--- config.mk ---
export PLATFORM = sky130hd
export DESIGN_NAME = allm_free_list
export DESIGN_NICKNAME = d
export VERILOG_FILES = /design/src/rtl/allm_pkg.sv /design/src/rtl/allm_free_list.sv
export SDC_FILE = /design/constraint.sdc
export NUM_CORES = 2
export LEC_CHECK = 0
export BUFFER_PORTS_ARGS = -buffer_cell sky130_fd_sc_hd__buf_2
export CAP_MARGIN = 20
export CORE_MARGIN = 8
export CORE_UTILIZATION = 50
export CTS_BUF_LIST = sky130_fd_sc_hd__clkbuf_8
export DETAILED_ROUTE_END_ITERATION = 16
export PLACE_DENSITY = 0.73
export SLEW_MARGIN = 20
export SYNTH_ARGS = -nofsm -noshare
export SYNTH_HDL_FRONTEND = slang
export SYNTH_SLANG_ARGS = --single-unit
--- constraint.sdc ---
create_clock -name aclk -period 15.4 [get_ports aclk]
set_clock_uncertainty 0.2 [all_clocks]
set_input_delay 1.54 -clock aclk [delete_from_list [all_inputs] [get_ports aclk]]
set_output_delay 1.54 -clock aclk [all_outputs]
set_load 0.05 [all_outputs]
--- src/rtl/allm_pkg.sv ---
// Shared types and codes for the array linked list manager.
package allm_pkg;

    localparam int REQ_W    = 2;
    localparam int SLOT_W   = 8;
    localparam int WORD_W   = 32;
    localparam int STATUS_W = 2;
    localparam int COUNT_W  = 9;

    localparam logic [REQ_W-1:0] REQ_APPEND = 2'd0;
    localparam logic [REQ_W-1:0] REQ_REMOVE = 2'd1;
    localparam logic [REQ_W-1:0] REQ_READ   = 2'd2;

    localparam logic [STATUS_W-1:0] STATUS_OK       = 2'd0;
    localparam logic [STATUS_W-1:0] STATUS_FULL     = 2'd1;
    localparam logic [STATUS_W-1:0] STATUS_NOT_LIVE = 2'd2;

    typedef struct packed {
        logic [REQ_W-1:0]  req_type;
        logic [SLOT_W-1:0] slot_index;
        logic [WORD_W-1:0] data_word;
    } allm_req_t;

    typedef struct packed {
        logic [STATUS_W-1:0] status;
        logic [SLOT_W-1:0]   slot;
        logic [WORD_W-1:0]   data_out;
        logic                has_prev;
        logic [SLOT_W-1:0]   prev_slot;
        logic                has_next;
        logic [SLOT_W-1:0]   next_slot;
        logic                list_empty;
        logic [SLOT_W-1:0]   head_slot;
        logic [SLOT_W-1:0]   tail_slot;
        logic [COUNT_W-1:0]  count;
    } allm_resp_t;

    // Free list commands from the list controller.
    typedef struct packed {
        logic pop;
        logic push;
    } allm_free_cmd_t;

    // Write enables into the slot store.
    typedef struct packed {
        logic next_we;
        logic prev_we;
        logic data_we;
        logic use_we;
        logic use_val;
    } allm_store_wr_t;

endpackage

--- src/rtl/allm_free_list.sv ---
// Free slot list: pushed-slot stack in front of a never-used slot counter.
module allm_free_list
    import allm_pkg::*;
#(
    parameter int CAPACITY = 256
) (
    input  logic                                  aclk,
    input  logic                                  aresetn,
    input  allm_free_cmd_t                        cmd,
    input  logic [$clog2(CAPACITY)-1:0]           push_slot,
    output logic [$clog2(CAPACITY)-1:0]           top_slot,
    output logic                                  full,
    output logic [$clog2(CAPACITY+1)-1:0]         fresh_count
);

    localparam int ADDR_W = $clog2(CAPACITY);
    localparam int PTR_W  = $clog2(CAPACITY + 1);
    localparam logic [PTR_W-1:0] NIL = PTR_W'(CAPACITY);

    logic [PTR_W-1:0] link_mem [CAPACITY];

    logic [PTR_W-1:0]  free_ptr_reg, free_ptr_next;
    logic [PTR_W-1:0]  fresh_reg, fresh_next;
    logic [PTR_W-1:0]  free_nx_reg, free_nx_next;
    logic [PTR_W-1:0]  link_rd_reg;
    logic [ADDR_W-1:0] link_raddr;
    logic              top_fresh;

    assign top_fresh   = (free_ptr_reg == fresh_reg);
    assign full        = (free_ptr_reg == NIL);
    assign top_slot    = free_ptr_reg[ADDR_W-1:0];
    assign fresh_count = fresh_reg;

    always_comb begin
        free_ptr_next = free_ptr_reg;
        fresh_next    = fresh_reg;
        free_nx_next  = free_nx_reg;
        if (cmd.pop) begin
            if (top_fresh) begin
                free_ptr_next = fresh_reg + 1'b1;
                fresh_next    = fresh_reg + 1'b1;
            end else begin
                free_ptr_next = free_nx_reg;
                free_nx_next  = link_rd_reg;
            end
        end else if (cmd.push) begin
            free_ptr_next = PTR_W'(push_slot);
            free_nx_next  = free_ptr_reg;
        end
    end

    // Prefetch the link of the second free entry so back-to-back pops work.
    assign link_raddr = (free_nx_next < NIL) ? free_nx_next[ADDR_W-1:0] : '0;

    always_ff @(posedge aclk) begin
        if (!aresetn) begin
            free_ptr_reg <= '0;
            fresh_reg    <= '0;
            free_nx_reg  <= NIL;
        end else begin
            free_ptr_reg <= free_ptr_next;
            fresh_reg    <= fresh_next;
            free_nx_reg  <= free_nx_next;
        end
    end

    always_ff @(posedge aclk) begin
        if (cmd.push) begin
            link_mem[push_slot] <= free_ptr_reg;
        end
        link_rd_reg <= link_mem[link_raddr];
    end

endmodule

==> impl_results.md <==
- Number of flops mapped to enable cells by yosys: 2304
- Num CTS Buffers: ~370
- Largest net degree at the start of global routing: 223
- Number of global-route vias before repair: 59727
- Area delta synth->final: 9.284%
- Share of the synthesized area in the top cell type: 73.23%
- Hold Path Class: register to register
- Final Max Tran Viols: 0
- Core Region: 187800 um2
- Post-synthesis mux area share: under 10%
- Critical path class: register to register
- Ys async rst share: 0%
- Die height: 450.7 um
- CP endpoint kind: register
- Largest register FFs: approximately 2300
- Initial core utilization: between 50 and 60%
- IO Count: 30
- Finish-stage setup viols: 0
- Post_cts resized: 0
- Post-route setup TNS: 0 ns
- Tot GR Track Use: 28.02%
- Post-synthesis adder-cell area fraction: less than 1%
- CP startpoint kind: register
- FF+latch count, synth: around 2300
- Power density over the cells: between 150 and 200 nW/um2
- DRC Markers: 0
- DR iter-0 viols: 10645
- Initial antenna violation count: 20
- Slew @ Worst Pin: 1.279 ns
- Wire per inst: 31.33 um
- Port bufs: 29
- Die W: 450.7 um
- Layout filler cell count: 14561
- Synth Area in Compound Gates: 10.33%
- Final hold viol count: 0
- Largest family of logic cells by synthesized area: compound AO/OA/AOI/OAI gates
- Critical Path RT: between 15 and 20 ns
- Worst vdd ir: around 0.14 mV
- Largest Register: link_mem
- Commonest non-fill, non-tap cell in the layout: edfxtp_1
- Synth Area in XOR/XNOR: 0.2291%
- Clock Root Buffer: clkbuf_8
- Worst slew margin: 14.45%
- TritonCTS clock tree: yes
- Cell row count: 159
- Period Utilization, post-route: ~50%
- Full die area: roughly 200000 um2
- Clock sink count: 2340
- Net Count, Synth: between 6000 and 7000
- Htree depth: 5
- Clock transition at path regs: around 0.060 ns
- Crit path DAT: 8.24 ns
- Final ANT Viol Nets: 0
- Pre-Repair DR Iteration Count: 7
- Outcome: complete, no violations
- Pleak: 34.09 nW
- Netlist cell types: 95
- Routed via count: 63419
- Dominant cell type by area after synthesis: edfxtp_1
- RSZ-0062 raised after global routing: false
- FF+latch area: 69940 um2
- Post-CTS Setup Inserts: 0
- Power, Total: 16.35 mW
- Clk buf depth: 4
- Post-Synthesis Cells: 6653
- Mapped cell area: 94480 um2
- Synth Area per Inst: approximately 14 um2
- Vias per Instance: 6.706
- R2r worst-path depth: 14
- Final nets: 6697
- GR Overflow Total: 0
- Largest cells by area after synthesis: edfxtp_1 73%, nand2_1 4.4%, mux2i_1 2.5%, nand3_1 2.2%, o22ai_1 1.4%
- Seq/Total Area, Yosys: 73.99%
- Syn. warnings: 0
- Max Freq: ~0.13 GHz
- GP Congestion: just under 1
- Ys flop type: edfxtp_1
- Multi-input gate area: 21940 um2
- Maxcap violations: 0
- Post-CTS Hold Fix Bufs: 0
- Worst-Skew Late Latency: 1.05 ns
- First-pass GRT wire length: 420900 um
- Total Wirelength: 296300 um
- Most frequent cells in the layout: 2304 x edfxtp_1, 1110 x nand2_1, 411 x nand3_1, 380 x clkbuf_8, 300 x nor2_1
- Post-DP HPWL: 170500 um
- Crit path max fanout: 161
- Min Tclk post-route: 7.483 ns
- Hold Path Depth: 2
- Post-synthesis simple-gate area fraction: a little under a tenth
- Layout cells sized above 1: 10.94%
cells in the mapped netlist, drive strengths merged (119+ instances only):
cell and count:
a21oi 205, clkbuf 150, a311oi 119, mux2i 234, o21ai 120, buf 374, nand2 1118, o22ai 207
nor2 342, a31oi 149, o221ai 139, nand3 419, edfxtp 2304
worst max-delay path, cell delays in order, from the launching register on:
cell and delay, ns:
dfxtp_4 0.97, xnor2_2 0.21, and3_1 0.67, nand4_4 0.16, buf_4 0.36, nand3_4 0.61
buf_12 0.41, buf_12 0.53, nand2_1 0.13, and3_1 0.21, a311oi_1 0.26, a31oi_1 0.14
o21ai_0 0.92, nand4_1 0.47, o311ai_1 0.37
stage by stage:
step	worst slack (ns)	hold WS (ns)	util [%]	cells	cell area (um2)
after detailed placement	7.711	0.3369	51.45	8801	96620
after global routing	8.030	0.3660	54.97	9451	103200
after global placement	7.591	0.3256	51.41	8800	96560
after floorplan	8.085	0.3403	-	6653	94480
final	7.917	0.3436	54.98	9457	103200
after CTS	8.400	0.3470	54.92	9447	103100
where the power goes:
group	internal (mW)	switching, mW
Clock	2.41	2.41
Combinational	1.06	3.23
Sequential	7.14	0.0923
layout make-up:
type	count	area share, %
diodes	8	0.01939
repair buffers	179	1.453
flip-flops and latches	2340	67.74
multi-input cells	3736	21.25
clock buffers	380	5.065
inverters	53	0.1927
well taps	2495	3.024
clock inverters	266	1.253
path summary, 6_finish.rpt:
kind / from / to / slack, ns
max: free_ptr_reg[3] / link_rd_reg[3] / 7.92
min: fresh_count[8] / fresh_count[8] / 0.34
max reg2reg: free_ptr_reg[3] / link_rd_reg[3] / 7.92
min reg2reg: fresh_count[8] / fresh_count[8] / 0.34
kinds of logic after synthesis:
kind of cell    Yosys count
compound gates         1356
xor+xnor                 20
fa+ha+maj                 1
buf+inv                 577
flops                  2340
mux                     256
simple gates           2103
layer usage:
metal / track usage (%) / share of wire, % / vias to the layer above
met1: 36.43 / 34 / 30869
li1: - / - / 25897
met2: 41.38 / 44 / 5435
met5: 0 / 0.019 / -
met4: 16.33 / 7.0 / 8
met3: 9.186 / 15 / 1210
Power figures use the tool's default switching activity.
